[src/hw/rtl/stuffed_bit_packer_assert.svh]
// Assertion macros for the stuffed bit packer.
`ifndef STUFFED_BIT_PACKER_ASSERT_SVH
`define STUFFED_BIT_PACKER_ASSERT_SVH

`ifndef SYNTH
`define SPB_ASSERT(lbl, clk, rst_n, prop, msg) \
	lbl: assert property (@(posedge clk) disable iff (!rst_n) prop) else $error(msg);
`define SPB_ASSERT_NEXT(lbl, clk, rst_n, cond, nxt, msg) \
	lbl: assert property (@(posedge clk) disable iff (!rst_n) (cond) |=> (nxt)) else $error(msg);
`else
`define SPB_ASSERT(lbl, clk, rst_n, prop, msg)
`define SPB_ASSERT_NEXT(lbl, clk, rst_n, cond, nxt, msg)
`endif

`endif

[src/hw/rtl/spb_pkg.sv]
// Shared types and constants of the stuffed bit packer.
`timescale 1ns / 1ps

package spb_pkg;

	localparam logic CMD_WRITE = 1'b0;
	localparam logic CMD_FLUSH = 1'b1;

	localparam logic [7:0] MARKER_BYTE = 8'hFF;
	localparam logic [7:0] STUFF_BYTE  = 8'h00;

	// Commands from the controller to the datapath.
	typedef struct packed {
		logic load;
		logic pop;
		logic sel_stuff;
	} spb_cmd_t;

	// Status from the datapath to the controller.
	typedef struct packed {
		logic [1:0] load_bytes;
		logic       top_ff;
		logic       one_left;
	} spb_stat_t;

endpackage

[src/hw/rtl/spb_in_if.sv]
// Input request channel of the stuffed bit packer.
`timescale 1ns / 1ps

interface spb_in_if;
	logic        valid;
	logic        ready;
	logic        command;
	logic [15:0] code_value;
	logic [4:0]  bit_count;

	modport source (output valid, output command, output code_value, output bit_count,
		input ready);
	modport sink (input valid, input command, input code_value, input bit_count,
		output ready);
endinterface

[src/hw/rtl/spb_out_if.sv]
// Output byte channel of the stuffed bit packer.
`timescale 1ns / 1ps

interface spb_out_if;
	logic       valid;
	logic       ready;
	logic [7:0] out_byte;
	logic       last_of_run;

	modport source (output valid, output out_byte, output last_of_run, input ready);
	modport sink (input valid, input out_byte, input last_of_run, output ready);
endinterface

[src/hw/rtl/spb_dpath.sv]
// Datapath: bit accumulator, byte shift register and byte counter.
`timescale 1ns / 1ps

module spb_dpath #(
	parameter int MAX_BITS = 16
) (
	input  logic                clk,
	input  logic                arst_n,
	input  logic                command,
	input  logic [15:0]         code_value,
	input  logic [4:0]          bit_count,
	input  spb_pkg::spb_cmd_t   cmd,
	output spb_pkg::spb_stat_t  stat,
	output logic [7:0]          out_byte
);

	localparam int CapInt = (MAX_BITS < 16) ? MAX_BITS : 16;
	localparam logic [4:0] CapBits = 5'(CapInt);

	// Pending bits are kept left-aligned in acc_q.
	logic [7:0]  acc_q;
	logic [2:0]  pend_q;
	logic [23:0] sh_q;
	logic [1:0]  cnt_q;

	logic [4:0]  n_eff;
	logic [15:0] val_left;
	logic [23:0] wr_word;
	logic [4:0]  total;
	logic [23:0] wr_rest;
	logic [7:0]  fl_byte;
	logic [23:0] load_word;
	logic [1:0]  load_bytes;
	logic [7:0]  acc_next;
	logic [2:0]  pend_next;

	always_comb begin
		n_eff    = (bit_count > CapBits) ? CapBits : bit_count;
		// Shifting the code to the top drops the unused high bits.
		val_left = code_value << (5'd16 - n_eff);
		wr_word  = {acc_q, 16'h0000} | ({val_left, 8'h00} >> pend_q);
		total    = {2'b00, pend_q} + n_eff;
		wr_rest  = wr_word << {total[4:3], 3'b000};
		fl_byte  = acc_q | (8'hFF >> pend_q);
		if (command == spb_pkg::CMD_FLUSH) begin
			load_word  = {fl_byte, 16'h0000};
			load_bytes = (pend_q != 3'd0) ? 2'd1 : 2'd0;
			acc_next   = 8'h00;
			pend_next  = 3'd0;
		end else begin
			load_word  = wr_word;
			load_bytes = total[4:3];
			acc_next   = wr_rest[23:16];
			pend_next  = total[2:0];
		end
	end

	always_ff @(posedge clk or negedge arst_n) begin
		if (!arst_n) begin
			acc_q  <= 8'h00;
			pend_q <= 3'd0;
			cnt_q  <= 2'd0;
		end else if (cmd.load) begin
			acc_q  <= acc_next;
			pend_q <= pend_next;
			cnt_q  <= load_bytes;
		end else if (cmd.pop) begin
			cnt_q  <= cnt_q - 2'd1;
		end
	end

	always_ff @(posedge clk) begin
		if (cmd.load) begin
			sh_q <= load_word;
		end else if (cmd.pop) begin
			sh_q <= {sh_q[15:0], 8'h00};
		end
	end

	assign stat.load_bytes = load_bytes;
	assign stat.top_ff     = (sh_q[23:16] == spb_pkg::MARKER_BYTE);
	assign stat.one_left   = (cnt_q == 2'd1);
	assign out_byte        = cmd.sel_stuff ? spb_pkg::STUFF_BYTE : sh_q[23:16];

endmodule

[src/hw/rtl/spb_ctrl.sv]
// Controller: accepts requests and sequences data and stuffing bytes.
`timescale 1ns / 1ps

`include "stuffed_bit_packer_assert.svh"

module spb_ctrl (
	input  logic               clk,
	input  logic               arst_n,
	input  logic               in_valid,
	output logic               in_ready,
	output logic               out_valid,
	input  logic               out_ready,
	output logic               last_of_run,
	input  spb_pkg::spb_stat_t stat,
	output spb_pkg::spb_cmd_t  cmd
);

	typedef enum logic [1:0] {
		ST_IDLE,
		ST_EMIT,
		ST_STUFF
	} state_t;

	state_t state_q;
	logic   out_fire;

	assign in_ready      = (state_q == ST_IDLE);
	assign out_valid     = (state_q != ST_IDLE);
	assign out_fire      = out_valid && out_ready;
	assign cmd.load      = in_valid && in_ready;
	assign cmd.sel_stuff = (state_q == ST_STUFF);
	// A data byte of 0xFF stays in place until its stuffing byte has gone out.
	assign cmd.pop       = out_fire && ((state_q == ST_STUFF) || !stat.top_ff);
	assign last_of_run   = stat.one_left &&
		((state_q == ST_STUFF) || ((state_q == ST_EMIT) && !stat.top_ff));

	always_ff @(posedge clk or negedge arst_n) begin
		if (!arst_n) begin
			state_q <= ST_IDLE;
		end else begin
			unique case (state_q)
				ST_IDLE: begin
					if (cmd.load && (stat.load_bytes != 2'd0)) begin
						state_q <= ST_EMIT;
					end
				end
				ST_EMIT: begin
					if (out_fire) begin
						if (stat.top_ff) begin
							state_q <= ST_STUFF;
						end else if (stat.one_left) begin
							state_q <= ST_IDLE;
						end
					end
				end
				ST_STUFF: begin
					if (out_fire) begin
						state_q <= stat.one_left ? ST_IDLE : ST_EMIT;
					end
				end
				default: begin
					state_q <= ST_IDLE;
				end
			endcase
		end
	end

	`SPB_ASSERT_NEXT(a_ff_then_stuff, clk, arst_n, (state_q == ST_EMIT) && out_fire && stat.top_ff, state_q == ST_STUFF, "0xFF byte not followed by stuffing")
	`SPB_ASSERT_NEXT(a_last_ends_run, clk, arst_n, out_fire && last_of_run, state_q == ST_IDLE, "run did not end after last byte")
	`SPB_ASSERT(a_stuff_after_ff, clk, arst_n, (state_q == ST_STUFF) |-> stat.top_ff, "stuffing without 0xFF byte")

endmodule

[src/hw/rtl/stuffed_bit_packer.sv]
// Top level of the stuffed bit packer.
// A request is taken while the controller is idle; its first byte, if it causes any, is offered the next cycle.
// A request causes 0 to 4 output bytes, its stuffing bytes included.
// A new request is taken only once every byte of the previous one has been taken.
// The controller serializes the bytes of one request over the byte-wide output port.
// Reset (arst_n low, asynchronous) empties the accumulator and drops any pending bytes.
`timescale 1ns / 1ps

module stuffed_bit_packer #(
	parameter int MAX_BITS = 16
) (
	input logic      clk,
	input logic      arst_n,
	spb_in_if.sink   in_ch,
	spb_out_if.source out_ch
);

	spb_pkg::spb_cmd_t  cmd;
	spb_pkg::spb_stat_t stat;

	spb_ctrl u_ctrl (
		.clk         (clk),
		.arst_n      (arst_n),
		.in_valid    (in_ch.valid),
		.in_ready    (in_ch.ready),
		.out_valid   (out_ch.valid),
		.out_ready   (out_ch.ready),
		.last_of_run (out_ch.last_of_run),
		.stat        (stat),
		.cmd         (cmd)
	);

	spb_dpath #(
		.MAX_BITS (MAX_BITS)
	) u_dpath (
		.clk        (clk),
		.arst_n     (arst_n),
		.command    (in_ch.command),
		.code_value (in_ch.code_value),
		.bit_count  (in_ch.bit_count),
		.cmd        (cmd),
		.stat       (stat),
		.out_byte   (out_ch.out_byte)
	);

endmodule
[src/flat_wrapper.sv]
// flat-port wrapper written by rule: the top's interface ports become plain ports
module stuffed_bit_packer_flat 
#(
	parameter int MAX_BITS = 16
)
  (clk, arst_n, in_ch_valid, in_ch_command, in_ch_code_value, in_ch_bit_count, in_ch_ready, out_ch_valid, out_ch_out_byte, out_ch_last_of_run, out_ch_ready);
  spb_in_if in_ch_i ();
  spb_out_if out_ch_i ();
  input logic clk;
  input logic arst_n;
  input wire logic [$bits(in_ch_i.valid)-1:0] in_ch_valid;
  input wire logic [$bits(in_ch_i.command)-1:0] in_ch_command;
  input wire logic [$bits(in_ch_i.code_value)-1:0] in_ch_code_value;
  input wire logic [$bits(in_ch_i.bit_count)-1:0] in_ch_bit_count;
  output wire logic [$bits(in_ch_i.ready)-1:0] in_ch_ready;
  output wire logic [$bits(out_ch_i.valid)-1:0] out_ch_valid;
  output wire logic [$bits(out_ch_i.out_byte)-1:0] out_ch_out_byte;
  output wire logic [$bits(out_ch_i.last_of_run)-1:0] out_ch_last_of_run;
  input wire logic [$bits(out_ch_i.ready)-1:0] out_ch_ready;
  assign in_ch_i.valid = in_ch_valid;
  assign in_ch_i.command = in_ch_command;
  assign in_ch_i.code_value = in_ch_code_value;
  assign in_ch_i.bit_count = in_ch_bit_count;
  assign in_ch_ready = in_ch_i.ready;
  assign out_ch_valid = out_ch_i.valid;
  assign out_ch_out_byte = out_ch_i.out_byte;
  assign out_ch_last_of_run = out_ch_i.last_of_run;
  assign out_ch_i.ready = out_ch_ready;
  stuffed_bit_packer #(.MAX_BITS(MAX_BITS)) u_core (.clk(clk), .arst_n(arst_n), .in_ch(in_ch_i), .out_ch(out_ch_i));
endmodule
[config.mk]
export PLATFORM = sky130hd
export DESIGN_NAME = stuffed_bit_packer_flat
export DESIGN_NICKNAME = d
export VERILOG_FILES = /design/src/hw/rtl/spb_pkg.sv /design/src/hw/rtl/spb_in_if.sv /design/src/hw/rtl/spb_out_if.sv /design/src/hw/rtl/spb_dpath.sv /design/src/hw/rtl/spb_ctrl.sv /design/src/hw/rtl/stuffed_bit_packer.sv /design/src/flat_wrapper.sv
export VERILOG_INCLUDE_DIRS = /design/src /design/src/hw/rtl
export SDC_FILE = /design/constraint.sdc
export NUM_CORES = 1
export LEC_CHECK = 0
export ABC_AREA = 0
export BUFFER_PORTS_ARGS = -buffer_cell sky130_fd_sc_hd__buf_2
export CORE_MARGIN = 10
export CORE_UTILIZATION = 65
export CTS_BUF_LIST = sky130_fd_sc_hd__clkbuf_8 sky130_fd_sc_hd__clkbuf_16
export DETAILED_ROUTE_END_ITERATION = 12
export GPL_TIMING_DRIVEN = 0
export PLACE_DENSITY = 0.84
export RECOVER_POWER = 100
export SLEW_MARGIN = 25
export SYNTH_ARGS = -nofsm -noshare
export SYNTH_HDL_FRONTEND = slang
export SYNTH_SLANG_ARGS = --single-unit
[constraint.sdc]
create_clock -name clk -period 6.7 [get_ports clk]
set_input_delay 2.01 -clock clk [delete_from_list [all_inputs] [get_ports clk]]
set_output_delay 2.01 -clock clk [all_outputs]
set_load 0.05 [all_outputs]
==> reports/results.tsv, run 1 <==
stage	metric	value	unit
power	net switching power of the design	0.809	mW
final_layout	Diodes inserted	0	
final_layout	Final Net Count	501	
route	DR vias/cell	7.21	
logic_synthesis	yosys warns	0	
cts	PostCTS Resize Cnt	0	
timing	final hold violations	0	
route	number of vias in the routed layout	3920	
global_route	gr usage total	26.8	%
final_layout	Post-Layout Cell Count	544	
timing	worst rel slew slack	-11.6	%
timing	final worst hold slack	0.536	ns
cts	Clock Tree Root	sky130_fd_sc_hd__clkbuf_8	
route	WL per Instance	22.3	microns
power	Leakage Power	1.61	nW
timing	highest attainable clock frequency	0.167	GHz
cts	number of clock sinks seen by CTS	38	
global_route	antenna violations before repair	0	
logic_synthesis	Post-synth ARST share	39.5	%
final_layout	fraction of layout cells with a size suffix above 1	14.4	%
cts	total number of H-tree levels	2	
timing	final total negative setup slack	0	ns
critical_path	Max FO, Critical Path	10	
cts	TritonCTS clock tree	yes	
critical_path	kind of capture point of the worst setup path	flip-flop	
die	Core ar.	5570	sq um
place	number of placed instances, taps included	536	
route	Starting DRT DRC Count	500	
run_status	run status	complete, but fails checks	
cts	worst-skew pair later-pin latency	0.31	ns
critical_path	Crit path arrival time	6.14	ns
logic_synthesis	number of flops mapped to enable cells by yosys	23	
route	post-route ant nets	0	
cts	cts hold-fix bufs	0	
timing	setup repair after global routing missed its margin	no	
logic_synthesis	main flop type after synthesis	sky130_fd_sc_hd__edfxtp_1	
global_route	global-route wire length before repair	19500	microns
flow_run	maxcap violations	1	
cts	number of buffers on the longest clock path	2	
power	internal power	0.760	mW
die	height of the die	96.2	microns
timing	transition time at the pin with the least slew margin	1.67	ns
route	Initial DRT Pass Iterations	6	
route	remaining routing DRC violations	0	
final_layout	filler cell count in the final layout	449	
place	routability cong.	1.05	
logic_synthesis	cell count after synthesis	428	
logic_synthesis	post-synthesis sequential area ratio	28.2	%
timing	final clock period utilization by the worst path	89.3	%
power	proportion of total power due to net switching	51.6	%
place	estimated wirelength of the detail-placed design	9380	microns
die	count of pins on the block boundary	37	
die	initial standard-cell utilization of the core	67.7	%
cts	post-CTS clock slew at the launch and capture registers of the worst setup and hold paths	0.07	ns
die	chip width	96.2	microns
run_status	violated checks	capacitance limit, slew limit	
power	largest voltage drop on the vdd net	0.289	mV
die	overall die area	9260	sq um
worst_hold_path	Hold/Removal Path Class	reg -> reg	
timing	worst-case setup margin in the final layout	0.720	ns
place	Placed Instance Area	4050	sq um
critical_path	class of the most critical setup path	in -> reg	
critical_path	required time at the worst-slack endpoint	6.86	ns
cts	number of setup buffers added after CTS	0	
critical_path	critical path startpoint category	primary input	
power	share of total power in sequential cells	27.0	%
logic_synthesis	count of distinct cell types in the synthesized netlist	76	
power	clock share of power	10.2	%
logic_synthesis	nets in the synthesized netlist	458	
final_layout	highest-count cells in the layout ignoring fill and taps	sky130_fd_sc_hd__nand2_1, sky130_fd_sc_hd__nor2_1, sky130_fd_sc_hd__mux2i_1	
route	total length of routed wires	12100	microns
cts	number of buffers inserted during clock tree synthesis	5	
timing	Clock Skews	0.0110	ns
timing	Min Clock Period, post-route	5.98	ns
die	number of rows in the core area	27	
power	Cell Pwr Density	383	nW/um^2
final_layout	post-synthesis to final-layout area growth	8.58	%
global_route	aggregate global routing overflow	0	
timing	final-report max-slew violation count	24	
logic_synthesis	post-synthesis cell area	3780	sq um
final_layout	cell area after layout	4100	sq um
timing	Setup violations, final	0	
final_layout	commonest non-fill, non-tap cell in the layout	sky130_fd_sc_hd__nand2_1	
logic_synthesis	#FFs+latches synth	38	
global_route	largest net degree at the start of global routing	24	
logic_synthesis	post-synthesis average cell area	8.82	sq um
global_route	number of global-route vias before repair	3898	
place	minimum setup slack after placement	0.783	ns
power	share of total power in combinational logic	62.8	%
place	Buffers on Ports	36	
## critical path, cell delays in order
cell and delay, ns:
sky130_fd_sc_hd__clkbuf_1 0.32, sky130_fd_sc_hd__clkinv_1 0.39, sky130_fd_sc_hd__nand2_1 0.28, sky130_fd_sc_hd__ha_1 0.28, sky130_fd_sc_hd__buf_6 0.16, sky130_fd_sc_hd__mux2i_1 0.38, sky130_fd_sc_hd__mux2i_1 0.27, sky130_fd_sc_hd__mux2i_1 0.48
sky130_fd_sc_hd__a221oi_1 0.23, sky130_fd_sc_hd__a2111oi_0 0.80, sky130_fd_sc_hd__o21ai_1 0.14, sky130_fd_sc_hd__o311ai_0 0.25, sky130_fd_sc_hd__a21oi_1 0.14
## layer usage
layer | up-vias | GRT usage [%] | wire length, microns
li1 | 1728 | - | -
met1 | 1801 | 31.1 | 4410
met5 | - | 0 | 0
met3 | 69 | 5.68 | 1360
met4 | 0 | 13.6 | 677
met2 | 322 | 45.5 | 5680
## kinds of logic (layout without fill, tap and decap cells)
logic type               after synthesis  in the layout  synth area share [%]
AO/OA/AOI/OAI                        135            135                  24.7
adder cells (fa/ha/maj)                6              6                  2.05
flip-flops                            38             38                  28.2
multiplexers                          47             47                  17.0
buffers and inverters                 45             89                  6.63
AND/OR/NAND/NOR                      153            153                  19.5
XOR/XNOR                               4              4                  1.92
## area by class of cell
class | instances | area [sq um] | share of cell area [%]
Timing Repair Buffer | 36 | 163 | 3.97
Clock buffer | 5 | 68.8 | 1.68
Buffer | 29 | 184 | 4.49
Multi-Input combinational cell | 345 | 2450 | 59.7
Sequential cell | 38 | 1070 | 26.0
Inverter | 16 | 65.1 | 1.59
Clock inverter | 3 | 16.3 | 0.397
Tap cell | 72 | 90.1 | 2.20
## cells in the mapped netlist, drive strengths merged (4+ instances only)
cell type | number | area share, %
a221oi | 4 | 1.1
or2 | 5 | 0.83
buf | 14 | 3.2
o21ai | 28 | 3.7
and2 | 12 | 2.0
mux2i | 31 | 8.2
mux4 | 13 | 7.9
nor2 | 44 | 4.4
dfrtp | 15 | 9.9
clkbuf | 14 | 1.5
o211ai | 6 | 1.2
nor2b | 5 | 1.0
or3 | 5 | 0.83
a21oi | 26 | 3.4
edfxtp | 23 | 18
nand2b | 4 | 0.66
inv | 14 | 1.5
a211oi | 9 | 1.8
nand3 | 7 | 0.93
nand2 | 45 | 4.5
nor3 | 11 | 1.5
a22o | 6 | 1.4
o22ai | 8 | 1.7
o31ai | 8 | 1.6
o32ai | 5 | 1.2
## metrics by stage
step	util [%]	total power [mW]
floorplan	-	1.13
global placement	72.6	1.36
detailed placement	72.6	1.38
CTS	74.1	1.54
global route	73.6	1.65
finish	73.6	1.57
## final timing paths
kind | slack [ns] | end | depth (start not counted) | start
worst max-delay path | 0.72 | u_core.u_dpath.acc_q[7] | 13 | in_ch_bit_count[4]
worst min-delay path | 0.54 | u_core.u_ctrl.state_q[0] | 1 | u_core.u_ctrl.state_q[1]
worst max register to register | 3.03 | u_core.u_dpath.acc_q[6] | 14 | u_core.u_dpath.pend_q[0]
worst min register to register | 0.54 | u_core.u_ctrl.state_q[0] | 1 | u_core.u_ctrl.state_q[1]
max in group asynchronous | 4.32 | u_core.u_dpath.acc_q[7] | 1 | arst_n
min in group asynchronous | 1.81 | u_core.u_dpath.acc_q[1] | 1 | arst_n
## power groups by stage
stage | registers, mW | clock network (mW) | logic (mW)
2_1_floorplan | 0.404 | 0 | 0.723
3_3_place_gp | 0.416 | 0 | 0.943
3_5_place_dp | 0.424 | 0 | 0.961
4_1_cts | 0.420 | 0.155 | 0.966
5_1_grt | 0.434 | 0.163 | 1.05
6_report | 0.424 | 0.160 | 0.985
## registers in the layout (all words and copies together) (netlist names)
signal                 count
u_core.u_dpath.acc_q       8
u_core.u_dpath.pend_q      3
u_core.u_dpath.cnt_q       2
u_core.u_dpath.sh_q       23
u_core.u_ctrl.state_q      2
Note: power is estimated with default switching activity, not from simulation.
==> inputs of run 2 (changes only) <==
- CORE_UTILIZATION: 65 -> 61
- PLACE_DENSITY: 0.84 -> 0.79
- clock period: 6.7 -> 6.3 ns (I/O delays scaled with it)
==> run 2 against run 1 <==
Against the previous run: the run still ends with capacitance limit, slew limit left; global-route usage decreased by 2.5 points; die area is 5.2% higher; setup slack lost 0.35 ns; sequential cell count stayed put; critical endpoint is now u_core.u_dpath.acc_q[5]; largest cell class unchanged.
==> reports/results.tsv, run 2 (synthesized netlist as in run 1, its figures left out) <==
stage	metric	value	unit	change
final_layout	Final Net Count	501		unchanged
worst_hold_path	Hold/Removal Path Class	reg -> reg		unchanged
cts	number of buffers on the longest clock path	2		unchanged
die	initial standard-cell utilization of the core	63.4	%	was 67.7%
die	overall die area	9740	sq um	was 9260 sq um
critical_path	stage delay of the slowest cell on the critical path	0.62	ns	was 0.80 ns
route	number of vias in the routed layout	3937		was 3,920
route	Initial DRT Pass Iterations	5		was 6
timing	final-report max-slew violation count	24		unchanged
route	detailed-routed wire length on met3	1270	microns	was 1360 microns
route	Max Used Layer	met4		unchanged
run_status	violated checks	capacitance limit, slew limit		unchanged
global_route	largest net degree at the start of global routing	24		unchanged
power	internal power	0.888	mW	was 0.760 mW
die	chip width	98.7	microns	was 96.2 microns
cts	Clock Tree Root	sky130_fd_sc_hd__clkbuf_8		unchanged
critical_path	cell breakdown of the critical path	buf_2 > nor2b_1 > buf_6 > inv_6 > buf_4 > ha_1 > buf_6 > or2_2 > o311ai_0 > nand2_1 > clkbuf_1 > clkbuf_1 > o32ai_1 > nor4_1 > a221oi_1 > a211oi_1 > o22ai_1		was clkbuf_1 > clkinv_1 > nand2_1 > ha_1 > buf_6 > mux2i_1 > mux2i_1 > mux2i_1 > a221oi_1 > a2111oi_0 > o21ai_1 > o311ai_0 > a21oi_1
route	total length of routed wires	12200	microns	was 12,100 microns
cts	total number of H-tree levels	2		unchanged
final_layout	filler cell count in the final layout	512		was 449
timing	final hold violations	0		unchanged
global_route	number of global-route vias before repair	3676		was 3,898
final_layout	fraction of layout cells with a size suffix above 1	14.4	%	unchanged
cts	TritonCTS clock tree	yes		unchanged
critical_path	required time at the worst-slack endpoint	6.52	ns	was 6.86 ns
global_route	gr usage total	24.2	%	was 26.8%
place	routability cong.	1.01		was 1.05
cts	number of buffers inserted during clock tree synthesis	5		unchanged
final_layout	leading registers by flop count	u_core.u_dpath.sh_q x23, u_core.u_dpath.acc_q x8, u_core.u_dpath.pend_q x3		unchanged
final_layout	highest-count cells in the layout ignoring fill and taps	sky130_fd_sc_hd__nand2_1, sky130_fd_sc_hd__nor2_1, sky130_fd_sc_hd__mux2i_1		unchanged
cts	cts hold-fix bufs	0		unchanged
run_status	run status	complete, but fails checks		unchanged
cts	number of clock sinks seen by CTS	38		unchanged
power	clock share of power	14.5	%	was 10.2%
place	minimum setup slack after placement	0.521	ns	was 0.783 ns
final_layout	post-synthesis to final-layout area growth	9.84	%	was 8.58%
cts	worst-skew pair later-pin latency	0.30	ns	was 0.31 ns
timing	final total negative setup slack	0	ns	unchanged
place	estimated wirelength of the detail-placed design	9420	microns	was 9380 microns
global_route	aggregate global routing overflow	0		unchanged
route	post-route ant nets	0		unchanged
timing	transition time at the pin with the least slew margin	1.60	ns	was 1.67 ns
power	proportion of total power due to net switching	49.0	%	was 51.6%
final_layout	commonest non-fill, non-tap cell in the layout	sky130_fd_sc_hd__nand2_1		unchanged
critical_path	kind of capture point of the worst setup path	flip-flop		unchanged
critical_path	class of the most critical setup path	in -> reg		unchanged
cts	PostCTS Resize Cnt	0		unchanged
die	Core ar.	5960	sq um	was 5570 sq um
timing	setup repair after global routing missed its margin	no		unchanged
global_route	antenna violations before repair	0		unchanged
die	count of pins on the block boundary	37		unchanged
timing	worst-case setup margin in the final layout	0.370	ns	was 0.720 ns
place	number of placed instances, taps included	539		was 536
timing	final clock period utilization by the worst path	94.1	%	
critical_path	slowest library cell on the worst path	sky130_fd_sc_hd__a221oi_1		was sky130_fd_sc_hd__a2111oi_0
route	DR vias/cell	7.20		was 7.21
power	Leakage Power	1.63	nW	was 1.61 nW
timing	Clock Skews	0.00821	ns	was 0.0110 ns
cts	number of setup buffers added after CTS	0		unchanged
timing	highest attainable clock frequency	0.169	GHz	
power	share of total power in sequential cells	25.6	%	was 27.0%
route	WL per Instance	22.4	microns	was 22.3 microns
critical_path	Crit path arrival time	6.15	ns	was 6.14 ns
power	Cell Pwr Density	420	nW/um^2	was 383 nW/um^2
route	Starting DRT DRC Count	445		was 500
route	length of routed wiring on met1	4650	microns	was 4410 microns
timing	Min Clock Period, post-route	5.93	ns	
die	height of the die	98.7	microns	was 96.2 microns
critical_path	Max FO, Critical Path	10		unchanged
route	routed wl met2	5880	microns	was 5680 microns
place	Buffers on Ports	36		unchanged
global_route	global-route wire length before repair	19500	microns	about the same
critical_path	critical path startpoint category	primary input		unchanged
route	remaining routing DRC violations	0		unchanged
final_layout	Post-Layout Cell Count	547		was 544
power	net switching power of the design	0.854	mW	was 0.809 mW
final_layout	Util after Layout	69.6	%	was 73.6%
cts	post-CTS clock slew at the launch and capture registers of the worst setup and hold paths	0.08	ns	was 0.07 ns
final_layout	Diodes inserted	0		unchanged
power	largest voltage drop on the vdd net	0.361	mV	was 0.289 mV
timing	Setup violations, final	0		unchanged
die	number of rows in the core area	28		was 27
timing	worst rel slew slack	-6.52	%	was -11.6%
power	share of total power in combinational logic	59.8	%	was 62.8%
flow_run	maxcap violations	1		unchanged
final_layout	Largest register FFs	23		unchanged
final_layout	Top reg by flops	u_core.u_dpath.sh_q		unchanged
[run 2: changes by cell type in the layout (fill, tap and decap cells not counted), moves of 2 or more]
cell                        change
sky130_fd_sc_hd__buf_6          -2
sky130_fd_sc_hd__and2_0         -2
sky130_fd_sc_hd__bufinv_16      +2
sky130_fd_sc_hd__clkbuf_1       +2
sky130_fd_sc_hd__and2_1         +2
[run 2: path summary, 6_finish.rpt]
| check | slack [ns] | to | startpoint | cells after the start |
|---|---|---|---|---|
| worst min-delay path | 0.54 | u_core.u_dpath.sh_q[9] | u_core.u_dpath.sh_q[1] | 2 |
| worst max-delay path | 0.37 | u_core.u_dpath.acc_q[5] | in_ch_bit_count[4] | 17 |
| min in group asynchronous | 1.68 | u_core.u_dpath.pend_q[0] | arst_n | 1 |
| worst max register to register | 2.65 | u_core.u_dpath.acc_q[6] | u_core.u_dpath.pend_q[0] | 14 |
| max in group asynchronous | 4.08 | u_core.u_dpath.acc_q[7] | arst_n | 1 |
| worst min register to register | 0.54 | u_core.u_dpath.sh_q[9] | u_core.u_dpath.sh_q[1] | 2 |
[run 2: critical path: cells and delay by family]
kind / cells / cell delay, ns
compound gates: 5 / 2.01
fa+ha+maj: 1 / 0.22
buf+inv: 7 / 1.31
simple gates: 4 / 0.70
[run 2: final cells by class]
type | instances | area (sq um) | area share, %
Clock inverter | 3 | 68.8 | 1.66
Inverter | 16 | 65.1 | 1.57
Buffer | 29 | 169 | 4.07
Clock buffer | 5 | 68.8 | 1.66
Timing Repair Buffer | 36 | 163 | 3.92
Sequential cell | 38 | 1070 | 25.7
Multi-Input combinational cell | 345 | 2450 | 59.2
Tap cell | 75 | 93.8 | 2.26
[run 2: metal layers]
metal | up-vias | track usage [%]
met1 | 1868 | 29.5
met5 | - | 0
met4 | 0 | 10.0
met3 | 48 | 5.10
met2 | 303 | 40.6
li1 | 1718 | -
[run 2: power by group through the flow]
stage               combinational [mW]  clock [mW]  sequential (mW)
finish                            1.04       0.253            0.447
global route                      1.11       0.263            0.456
CTS                               1.03       0.250            0.443
detailed placement                1.03           0            0.448
global placement                  1.01           0            0.443
floorplan                        0.769           0            0.430
[run 2: stage by stage]
stage               cell area (sq um)  power [mW]  hold slack (ns)
floorplan                        3780        1.20            0.478
global placement                 4050        1.45            0.509
detailed placement               4050        1.48            0.517
CTS                              4190        1.72            0.538
global route                     4150        1.83            0.560
finish                           4150        1.74            0.536
